**src/rtl/core/smae_ram.sv**
```systemverilog
`default_nettype none

module smae_ram #(
   parameter int WIDTH = 32,
   parameter int DEPTH = 64
) (
   input  wire logic                                      clock,
   input  wire logic                                      wr_en,
   input  wire logic [((DEPTH > 1) ? $clog2(DEPTH) : 1)-1:0] wr_addr,
   input  wire logic [WIDTH-1:0]                          wr_data,
   input  wire logic                                      rd_en,
   input  wire logic [((DEPTH > 1) ? $clog2(DEPTH) : 1)-1:0] rd_addr,
   output logic      [WIDTH-1:0]                          rd_data
);

   logic [WIDTH-1:0] mem_ff [DEPTH];
   logic [WIDTH-1:0] rd_data_ff;

   // Write one word, read one word with registered output
   always_ff @(posedge clock) begin
      if (wr_en) begin
         mem_ff[wr_addr] <= wr_data;
      end
      if (rd_en) begin
         rd_data_ff <= mem_ff[rd_addr];
      end
   end

   assign rd_data = rd_data_ff;

endmodule

`default_nettype wire

```
**config.mk**
```make
export PLATFORM = sky130hd
export DESIGN_NAME = smae_ram
export DESIGN_NICKNAME = d
export VERILOG_FILES = /design/src/rtl/core/smae_ram.sv
export SDC_FILE = /design/constraint.sdc
export NUM_CORES = 2
export LEC_CHECK = 0
export ABC_AREA = 1
export BUFFER_PORTS_ARGS = -buffer_cell sky130_fd_sc_hd__buf_4
export CELL_PAD_IN_SITES_DETAIL_PLACEMENT = 0
export CELL_PAD_IN_SITES_GLOBAL_PLACEMENT = 2
export CORE_MARGIN = 3
export CORE_UTILIZATION = 42
export CTS_BUF_LIST = sky130_fd_sc_hd__clkbuf_4
export DETAILED_ROUTE_END_ITERATION = 7
export PLACE_DENSITY_LB_ADDON = 0.1
export SLEW_MARGIN = 10
export SYNTH_ARGS = -nofsm -noshare
export SYNTH_HDL_FRONTEND = slang
export SYNTH_SLANG_ARGS = --single-unit
```
**constraint.sdc**
```tcl
create_clock -name clock -period 5.44 [get_ports clock]
set_input_delay 1.088 -clock clock [delete_from_list [all_inputs] [get_ports clock]]
set_output_delay 1.088 -clock clock [all_outputs]
set_load 0.1 [all_outputs]
```
Word-level counts from Yosys, hierarchy flattened
Memory sizes are Yosys's and may differ from the RTL's. A register that Yosys moved wholly into a read port is not among the register bits.
Cells that the tools add are included.
{ "classes": {"mux": 2} }
{ "op_table": {"columns": ["op", "n"], "rows": [
  ["1-bit 2-to-1 mux", 2]
]} }
{ "word_totals": {"wordCells": 3, "ramBits": 2048, "reg_bits": 0, "input_bits": 47, "mem_count": 1} }
{ "memory_table": {"columns": ["memory", "depth", "width", "read_ports", "rd_ports_with_merged_regs", "write_ports", "line_no", "rtl"], "rows": [
  ["mem_ff", 64, 32, 1, 1, 1, "16", "logic [WIDTH-1:0] mem_ff [DEPTH];"]
]} }

Logic depth before layout (Yosys ltp)
{ "logic_depth": {"ltp_word": 2, "depth_mapped": 13, "depth_no_buf": 9} }

Least setup slack after synthesis
No wires, ideal clock.
{ "synth_timing": {"path_type": "input -> register", "startpoint": "input wr_en", "endpoint": "memory mem_ff[48][0] (enable)", "required_time_ns": 4.938, "path_slack_ns": 0.222, "path_stages": 3, "arrival_time_ns": 4.716, "path_cell_list": "clkbuf_1 -> nand4_1 -> nor4_1"} }
{ "synth_between": {"elab_chain_len": 2} }
{ "synth_rtl": {"columns": ["item", "line_no", "rtl"], "rows": [
  ["from (decl)", "8", "input wire logic wr_en,"],
  ["1-bit 2-to-1 mux", "21", "if (wr_en) begin"],
  ["1-bit 2-to-1 mux (implied by the code)", "22", "mem_ff[wr_addr] <= wr_data;"],
  ["to (decl)", "16", null]
]} }
No other way between the ends.

Worst setup path after layout
{ "layout_timing": {"startpoint": "register rd_data_ff[14], in the netlist rd_data[14], read port of mem_ff", "endpoint": "output rd_data[14]"} }
{ "layout_lines": {"columns": ["item", "line_no", "rtl"], "rows": [
  ["from (decl)", "17", "logic [WIDTH-1:0] rd_data_ff;"],
  ["to (decl)", "13", "output logic [WIDTH-1:0] rd_data"]
]} }
No word-level cell between the ends.

==> impl_metrics.json <==
{
  "gp_congestion": 0.790,
  "tritoncts": "yes",
  "nFillCells": 17900,
  "numPortBuffers": 78,
  "ir_worst_vdd_mv": 0.191,
  "dieArea_um2": 203000,
  "max_cap_viol_count": 0,
  "drt-met1-wl_um": 121000,
  "crit_path_end_kind": "output pin",
  "seq_area_um2": 62500,
  "drt-initial-drc-count": 5447,
  "syn-cell-area_um2": 83100,
  "rsz0062_at_grt": "no",
  "cts.sinks": 2080,
  "cp_cell_sequence": "buf_4",
  "max_freq_mhz": 288,
  "num_vias": 56000,
  "grt_remaining_overflow": 0,
  "worstPathMaxFanout": 1,
  "wl_per_cell_um": 27.1,
  "yosys_warnings": 0,
  "root_buffer": "clkbuf_4",
  "syn-num-nets": 6816,
  "synthMuxAreaShare_pct": 0,
  "numCtsBuffers": 586,
  "critPathKind": "flop to output pin",
  "clk_path_buf_depth": 4,
  "clk_latency_ns": 1.34,
  "dp_cells": 9212,
  "critPathLaunchType": "flop",
  "synth_xor_xnor_area_share_pct": 0,
  "synth_compound_area_share_pct": 0,
  "wl_met3_um": 17900,
  "ys_types": 15,
  "final_cell_mix": "nand2_1 (2,248), edfxtp_1 (2,080), nand3_1 (1,907)",
  "synth_top_family_by_area": "simple AND/OR/NAND/NOR gates",
  "nets": 7223,
  "critPathMaxStageDelay_ns": 0.66,
  "post_cts_buffers": 0,
  "drc": 0,
  "die_y_um": 451,
  "syn_to_final_growth_pct": 13.5,
  "rows": 162,
  "skew_ns": 0.0695,
  "setup_viol": 0,
  "cts.htree.levels": 6,
  "ant_nets": 0,
  "grt_pass1_vias": 54100,
  "grt_usage_pct": 26.8,
  "synthAdderAreaFrac_pct": 0,
  "required_ns": 4.35,
  "setup-tns-final_ns": 0,
  "vias_per_cell": 5.50,
  "grt_max_degree": 124,
  "fin_crit_sh_pct": 63.8,
  "yosys.area_share.simple_pct": 22.0,
  "multiInputGateArea_um2": 18800,
  "syn_avg_cell_area_um2": 12.3,
  "max_slew.worst_pin.slew_ns": 1.25,
  "top_layer": "met5",
  "cts_resized": 0,
  "grt_pass1_wl_um": 395000,
  "worstPathArrival_ns": 2.38,
  "clkSlewWorstSetupHoldPaths_ns": 0.06,
  "status": "finished clean",
  "final.min_clock_period_ns": 3.47,
  "initial_core_util_pct": 42.4,
  "die_w_um": 451,
  "netlist_instances": 6769,
  "yosysSeqAreaShare_pct": 75.2,
  "slowest_stage": "edfxtp_1",
  "crit_family": "flip-flops",
  "powerDensity_nw_per_um2": 363,
  "relSlewSlack_pct": 16.4,
  "layoutNonFillerInstCount": 10200,
  "hp-class": "input pin to flop",
  "ios": 79,
  "wl_um": 276000,
  "cp.buffers_inverters": 1,
  "hold_viol": 0,
  "layout-drive-gt1-share_pct": 16.4,
  "dr.pass1.iters": 7,
  "core_um2": 196000,
  "drv_slew": 0,
  "p_leak_nw": 33.7,
  "cts_hold_buffers": 0,
  "synth_seq_cells": 2080,
  "hpwl_um": 146000,
  "mostFrequentLayoutCell": "nand2_1",
  "wl_met2_um": 131000,
  "antenna_found_initial": 18
}
routing by layer:
layer	vias up	track usage, %
met5	-	0
met4	12	7.92
met3	347	4.91
met2	2046	42.5
met1	28200	37.9
li1	25400	-
logic make-up after synthesis:
kind of cell / after synthesis
and+or+nand+nor: 4228
DFF: 2080
buffers and inverters: 461
flip-flops by register name, summed over array words and instances, names as in the netlist:
name / cells
mem_ff: 2048
rd_data: 32
metrics by stage:
stage | util (%) | hold WS, ns | cell area (µm²) | total power, mW | worst slack, ns
2_1_floorplan | - | 0.797 | 83100 | 19.4 | 0.222
3_3_place_gp | 44.5 | 0.882 | 87100 | 20.5 | 1.45
3_5_place_dp | 44.5 | 0.863 | 87100 | 20.5 | 1.34
4_1_cts | 48.1 | 0.0175 | 94200 | 34.6 | 1.81
5_1_grt | 48.1 | 0.101 | 94200 | 35.7 | 1.87
6_report | 48.1 | 0.246 | 94200 | 34.2 | 1.97
synthesized netlist by cell type, drive strengths merged:
| cell | instances | share of area, % |
|---|---|---|
| inv | 12 | 0.057 |
| nand2 | 2248 | 10 |
| clkbuf | 77 | 0.35 |
| nor4 | 8 | 0.060 |
| edfxtp | 2080 | 75 |
| nand4 | 9 | 0.068 |
| nor2 | 56 | 0.25 |
| nand3 | 1907 | 11 |
| buf | 372 | 2.4 |
power by group:
group / switching [mW] / internal [mW]
Clock: 6.48 / 7.58
Combinational: 1.82 / 0.503
Sequential: 0.0576 / 17.8
Total: 8.35 / 25.9
worst paths after layout:
path / from / cells past startpoint / to / slack [ns]
hold reg to reg: mem_ff[58][31] / 8 / rd_data[31] / 0.86
hold / removal: wr_data[12] / 1 / mem_ff[9][12] / 0.25
setup / recovery: rd_data[14] / 1 / rd_data[14] / 1.97
setup reg to reg: mem_ff[47][5] / 8 / rd_data[5] / 3.35
final cells by class:
| class | count | share of cell area (%) |
|---|---|---|
| Timing Repair Buffer | 268 | 2.67 |
| Clock buffer | 880 | 7.01 |
| Tap cell | 2624 | 3.48 |
| Antenna cell | 12 | 0.0319 |
| Multi-Input combinational cell | 4228 | 19.9 |
| Clock inverter | 83 | 0.514 |
| Sequential cell | 2080 | 66.3 |
| Inverter | 12 | 0.0890 |
No activity file was read; power rests on OpenSTA's default activity.
