<file path="config.mk">
export PLATFORM = sky130hd
export DESIGN_NAME = smae_mac
export DESIGN_NICKNAME = d
export VERILOG_FILES = /design/src/rtl/core/smae_pkg.sv /design/src/rtl/core/smae_mac.sv
export SDC_FILE = /design/constraint.sdc
export NUM_CORES = 2
export LEC_CHECK = 0
export BUFFER_PORTS_ARGS = -buffer_cell sky130_fd_sc_hd__buf_2
export CAP_MARGIN = 30
export CORE_MARGIN = 4
export CORE_UTILIZATION = 30
export DETAILED_ROUTE_END_ITERATION = 10
export SLEW_MARGIN = 0
export SYNTH_ARGS = -nofsm -noshare
export SYNTH_HDL_FRONTEND = slang
export SYNTH_SLANG_ARGS = --single-unit
</file>
<file path="constraint.sdc">
create_clock -name clock -period 29.9 [get_ports clock]
set_clock_uncertainty 0.05 [all_clocks]
set_input_delay 1.495 -clock clock [delete_from_list [all_inputs] [get_ports clock]]
set_output_delay 1.495 -clock clock [all_outputs]
set_load 0.05 [all_outputs]
</file>
<file path="src/rtl/core/smae_pkg.sv">
`default_nettype none

package smae_pkg;

   // Fixed field widths
   localparam int DATA_W     = 32;
   localparam int ACC_W      = 48;
   localparam int FRAC_W     = 16;
   localparam int DIM_W      = 4;
   localparam int IDX_W      = 3;
   localparam int CSR_IDX_W  = 3;
   localparam int RESULT_CAP = 64;
   localparam int RES_CNT_W  = 7;

   // Operation modes
   typedef enum logic [1:0] {
      OP_ADD      = 2'd0,
      OP_HADAMARD = 2'd1,
      OP_MATMUL   = 2'd2,
      OP_SCALE    = 2'd3
   } op_mode_type;

   // Register indexes
   localparam logic [CSR_IDX_W-1:0] CSR_OP_MODE      = 3'd0;
   localparam logic [CSR_IDX_W-1:0] CSR_ROWS_A       = 3'd1;
   localparam logic [CSR_IDX_W-1:0] CSR_ROW_LEN      = 3'd2;
   localparam logic [CSR_IDX_W-1:0] CSR_ROWS_B       = 3'd3;
   localparam logic [CSR_IDX_W-1:0] CSR_SCALE_FACTOR = 3'd4;

   typedef struct packed {
      logic                     to_second;
      logic signed [DATA_W-1:0] elem_value;
      logic                     load_done;
   } req_type;

   typedef struct packed {
      logic signed [DATA_W-1:0] result_value;
      logic [IDX_W-1:0]         result_row;
      logic [IDX_W-1:0]         result_col;
      logic                     saturated;
      logic                     last_result;
   } rsp_type;

   // One operand pair issued to the multiply-accumulate unit
   typedef struct packed {
      logic valid;
      logic first;
      logic last;
   } mac_issue_type;

   // Finished sum, clipped to the result width
   typedef struct packed {
      logic                     done;
      logic                     sat;
      logic signed [DATA_W-1:0] value;
   } mac_status_type;

endpackage

`default_nettype wire

</file>
<file path="src/rtl/core/smae_mac.sv">
`default_nettype none

module smae_mac import smae_pkg::*; (
   input  wire logic                     clock,
   input  wire logic                     reset,
   input  wire mac_issue_type            issue,
   input  wire op_mode_type              mode,
   input  wire logic signed [DATA_W-1:0] a_data,
   input  wire logic signed [DATA_W-1:0] b_data,
   input  wire logic signed [DATA_W-1:0] scale,
   input  wire logic                     clear,
   output mac_status_type                status
);

   mac_issue_type             rd_ctl_ff;
   mac_issue_type             term_ctl_ff;
   logic signed [ACC_W-1:0]   term_ff;
   logic signed [ACC_W-1:0]   term_in;
   logic signed [ACC_W-1:0]   acc_ff;
   logic signed [ACC_W-1:0]   acc_in;
   logic                      done_ff;
   logic                      done_in;
   logic signed [DATA_W-1:0]  opnd;
   logic signed [2*DATA_W-1:0] prod;
   logic signed [ACC_W:0]     sum;
   logic                      clip;

   // Multiply stage: product floored by the fraction shift, or a plain sum in add mode
   always_comb begin
      opnd = (mode == OP_SCALE) ? scale : b_data;
      prod = a_data * opnd;
      if (mode == OP_ADD) begin
         term_in = ACC_W'(a_data) + ACC_W'(b_data);
      end else begin
         term_in = prod[2*DATA_W-1:FRAC_W];
      end
   end

   // Accumulate stage: saturate at the accumulator bounds
   always_comb begin
      sum     = {acc_ff[ACC_W-1], acc_ff} + {term_ff[ACC_W-1], term_ff};
      acc_in  = acc_ff;
      done_in = done_ff;
      if (term_ctl_ff.valid) begin
         if (term_ctl_ff.first) begin
            acc_in = term_ff;
         end else if (sum[ACC_W] != sum[ACC_W-1]) begin
            acc_in = sum[ACC_W] ? {1'b1, {(ACC_W-1){1'b0}}} : {1'b0, {(ACC_W-1){1'b1}}};
         end else begin
            acc_in = sum[ACC_W-1:0];
         end
         if (term_ctl_ff.last) begin
            done_in = 1'b1;
         end
      end
      if (clear) begin
         done_in = 1'b0;
      end
   end

   // Advance the control tags alongside the memory read
   always_ff @(posedge clock) begin
      if (reset) begin
         rd_ctl_ff   <= '0;
         term_ctl_ff <= '0;
         done_ff     <= 1'b0;
      end else begin
         rd_ctl_ff   <= issue;
         term_ctl_ff <= rd_ctl_ff;
         done_ff     <= done_in;
      end
   end

   // Hold the datapath values
   always_ff @(posedge clock) begin
      if (rd_ctl_ff.valid) begin
         term_ff <= term_in;
      end
      acc_ff <= acc_in;
   end

   // Clip the finished sum to the result width
   always_comb begin
      clip          = (acc_ff[ACC_W-1:DATA_W-1] != '0) && (acc_ff[ACC_W-1:DATA_W-1] != '1);
      status.done   = done_ff;
      status.sat    = clip;
      if (!clip) begin
         status.value = acc_ff[DATA_W-1:0];
      end else if (acc_ff[ACC_W-1]) begin
         status.value = {1'b1, {(DATA_W-1){1'b0}}};
      end else begin
         status.value = {1'b0, {(DATA_W-1){1'b1}}};
      end
   end

`ifndef ASSERT_OFF
   a_done_after_last: assert property (@(posedge clock) disable iff (reset)
      $rose(done_ff) |-> $past(term_ctl_ff.valid && term_ctl_ff.last))
      else $error("sum finished without a last term");

   a_no_issue_while_done: assert property (@(posedge clock) disable iff (reset)
      issue.valid |-> !done_ff)
      else $error("operands issued while a finished sum waits");

   a_clear_only_done: assert property (@(posedge clock) disable iff (reset)
      clear |-> done_ff)
      else $error("sum taken before it was finished");
`endif

endmodule

`default_nettype wire
</file>
**Word level (Yosys, flattened, before mapping)**

Index checks and enable logic that the tools add are counted.
Widths: inputs -> output; s select.

- Muxes and demuxes: 7
- Equal/unequal tests: 3
- Add/sub/neg operators: 2
- Reductions and logical operators: 5
- $mul: 1

Operator list:

| operator | number |
|---|---|
| $mux 48 | 4 |
| $mux 32 | 3 |
| $mul 32x32->64 | 1 |
| $add 48x48->49 | 1 |
| $add 32x32->33 | 1 |
| $ne 17x17->1 const B | 1 |
| $reduce_bool 17->1 | 1 |
| $eq 2x2->1 const B | 1 |
| $logic_not 2->1 | 1 |
| $reduce_and 2->1 | 1 |
| $reduce_or 2->1 | 1 |
| $logic_and 1x1->1 | 1 |
| $ne 1x1->1 | 1 |

- Register bits: 103
- Word-level logic and storage cells: 27

**Logic depth before layout (Yosys ltp)**

- Word-level depth: 4
- Depth in mapped cells: 31

**Worst setup path before layout**

No wires, ideal clock.

- Kind: input -> register
- Start: input mode[0]
- End: register term_ff[46] (data pin)
- Path buffers: 3
- Setup slack: 19.461 ns
- Cell stages on the path: 29
- Library setup time: 0.259 ns
- Arrival time: 10.130 ns
- Cells stage by stage: nand2_1 -> clkbuf_1 -> clkbuf_1 -> mux2_2 -> clkbuf_1 -> nand2_1 -> inv_1 -> fa_1 -> fa_1 -> fa_1 -> fa_1 -> inv_1 -> fa_1 -> inv_1 -> fa_1 -> inv_1 -> fa_1 -> inv_1 -> fa_1 -> ha_1 -> nand4_1 -> nor2_1 -> nand2_1 -> nor4_1 -> a22o_1 -> a21oi_1 -> o31ai_1 -> nor4b_1 -> a211o_1

- Word-level cells in the longest chain between the ends: 4
- Elaborated cells on any way between the ends: 5
- Classes of those cells: mul: 1; eq/ne: 1; mux: 2; reduce/logical: 1

Ends and longest elaborated chain:

| element | line | RTL |
|---|---|---|
| from (decl) | smae_mac.sv:7 | `input wire op_mode_type mode,` |
| $eq 2x2->1 | smae_mac.sv:30 | `opnd = (mode == OP_SCALE) ? scale : b_data;` |
| $mux 32 | smae_mac.sv:30 |  |
| $mul 32x32->64 | smae_mac.sv:31 | `prod = a_data * opnd;` |
| $mux 48 * | smae_mac.sv:32 | `if (mode == OP_ADD) begin` |
| net term_in[46] | smae_mac.sv:18 | `logic signed [ACC_W-1:0] term_in;` |
| to (signal assigned) | smae_mac.sv:77 | `term_ff <= term_in;` |
| to (decl) | smae_mac.sv:17 | `logic signed [ACC_W-1:0] term_ff;` |

Mark *: on every way through the listed nets, which the timed path passes. The rest lies on a longest branch.
A chain may end at the register's enable or synchronous reset.

**Final worst setup path**

Ends and elaborated chain as after synthesis.

==> results_dict.tcl <==
set metrics [dict create \
    status "finished, final reports clean" \
    start_kind "input pin" \
    post-cts-setup-buffers 0 \
    finalCriticalPeriod_ns 10.90 \
    yosys_warnings 0 \
    met3_usage_pct 1.92 \
    reg2reg_depth 12 \
    hold_viol 0 \
    grt_overflow 0 \
    yosys.area.top_type "fa_1" \
    grt_max_degree 62 \
    via_per_inst 4.91 \
    netlist_instances 4724 \
    maxCapViolations 0 \
    hold_buffers 0 \
    end_kind "flip-flop" \
    maxSlewHeadroom_pct 28.8 \
    synth_commonest_cells "fa_1, inv_1, nand2_1" \
    setup_tns_ns 0 \
    synth_edf_count 96 \
    slowest_stage "fa_1" \
    port-buffer-count 137 \
    synth_area_sq_um 44400 \
    grt_use_met2_pct 28.6 \
    synthTopCellsByArea "fa_1, inv_1, ha_1, edfxtp_1, nand2_1" \
    num_io_pins 138 \
    cts_inserted_buffers 9 \
    synth-seq-cells 103 \
    clock.fmax_ghz 0.0917 \
    post_cts_resize_count 0 \
    setup_violations 0 \
    syn_nets 6171 \
    fill_cells 15100 \
    clock_path_buffers 2 \
    initial_core_util_pct 30.3 \
    final_nets 6114 \
    min_path_type "reg -> reg" \
    synth_top_area_share_pct 48.8 \
    die_w_um 393 \
    ant_nets 0 \
    insertion_delay_ns 0.35 \
    vias 32400 \
    synth.distinct_cells 80 \
    firstDrtPassIters 5 \
    grt_busiest_layer "met2" \
    avgSynthCellArea_sq_um 9.41 \
    die_h_um 393 \
    yosysSeqAreaShare_pct 6.80 \
    clkTransAtPathRegs_ns 0.08 \
    area_delta_synth_final_pct 6.61 \
    dp_hpwl_um 103000 \
    cts_root_buffer "clkbuf_16" \
    min_path_cells 1 \
    drt_iter0_drc 2132 \
    critPathArrivalTime_ns 10.97 \
    htreeDepth 3 \
    synth_most_common_cell "fa_1" \
    finalMaxSlewViolations 0 \
    place_congestion 0.917 \
    grt_first_pass_wirelength_um 201000 \
    crit_top_cell "fa_1" \
    clkSinkCount 103 \
    grt_pass1_vias 35200 \
    die-area_sq_um 154000 \
    track_usage_pct 16.6 \
    max_stage_delay_ns 0.99 \
    coreArea_sq_um 146000 \
    drcViolationCount 0 \
    wl_per_cell_um 19.1 \
    grt_setup_unrepaired "no" \
    crit_type "in -> reg" \
    synthArstFlopShare_pct 0 \
    cts_tree "done" \
    routed_wirelength_um 126000 \
    timing.final.crit_share_pct 36.5 \
    grt_use_met1_pct 22.1 \
    crit_fanout 32 \
    critPathRequiredTime_ns 29.96 \
    rows 140 \
    synth_top_flop_cell "edfxtp_1" \
    antenna_found_initial 12 \
    layout-drive-gt1-share_pct 5.76 \
    worst_pin_slew_ns 1.07 \
]
==> flip-flops by register name (all words and copies together) (netlist names) <==
register	cells
acc_ff	48
done_ff	1
rd_ctl_ff	3
term_ctl_ff	3
term_ff	48
==> final timing paths <==
check | start | to | slack [ns]
setup reg to reg | term_ff[12]$_DFFE_PP_ | acc_ff[9]$_DFFE_PP_ | 25.43
hold / removal | rd_ctl_ff[1]$_SDFF_PP0_ | term_ctl_ff[1]$_SDFF_PP0_ | 0.40
hold reg to reg | rd_ctl_ff[1]$_SDFF_PP0_ | term_ctl_ff[1]$_SDFF_PP0_ | 0.40
setup / recovery | mode[0] | term_ff[46]$_DFFE_PP_ | 19.00
==> worst max-delay path: cells and delay by family <==
kind                     cells  cell delay (ns)
AO/OA/AOI/OAI                5             1.44
AND/OR/NAND/NOR              6             0.77
multiplexers                 1             0.66
buffers and inverters        7             1.30
adder cells (fa/ha/maj)      9             5.18
==> cells by family after synthesis <==
logic type,count (synthesis),synth area share (%)
and+or+nand+nor,1366,15.3
adders and majority gates,1353,56.3
muxes,37,0.901
buffers and inverters,1216,10.4
AOI/OAI and AO/OA,531,7.84
DFF,103,6.80
xor gates and xnor gates,118,2.37
==> metal layers <==
| metal | vias to the layer above | wire length (um) |
|---|---|---|
| met5 | - | 42 |
| met4 | 6 | 3300 |
| met3 | 161 | 6700 |
| met2 | 895 | 61800 |
| met1 | 17100 | 54300 |
| li1 | 14200 | - |
==> cell type report <==
type	instances	area, sq um	share of cell area [%]
flip-flops and latches	103	3030	6.39
clock inverters	7	80.1	0.169
repair buffers	174	1030	2.17
multi-input cells	3405	36900	78.0
inverters	974	3660	7.72
clock buffers	9	225	0.475
well taps	1917	2400	5.06
diodes	8	20.0	0.0423
==> metrics by stage <==
| stage | instance area (sq um) | setup slack, ns | cells | utilization (%) | hold WS [ns] |
|---|---|---|---|---|---|
| global route | 47400 | 18.39 | 6589 | 32.3 | 0.408 |
| finish | 47400 | 19.00 | 6597 | 32.4 | 0.399 |
| detailed placement | 47000 | 18.65 | 6571 | 32.1 | 0.384 |
| floorplan | 44400 | 19.46 | 4724 | - | 0.364 |
| global placement | 46900 | 18.69 | 6567 | 32.1 | 0.369 |
| CTS | 47300 | 18.99 | 6587 | 32.3 | 0.400 |
==> cells in the final DEF (no fill, tap or decap), types with 32 or more instances in the layout <==
cell      instances
inv_1           974
fa_1           1083
ha_1            260
nand2_1         578
nor2_1          109
buf_2           137
o21ai_0          81
and2_1          279
xnor2_1          72
nor2b_1         241
a21oi_1         146
buf_4            32
xor2_1           44
a21o_1           82
edfxtp_1         96
Power is left out: the tool's default activity adds up to more than one toggle a clock period on the data nets, which glitch-free logic cannot reach.
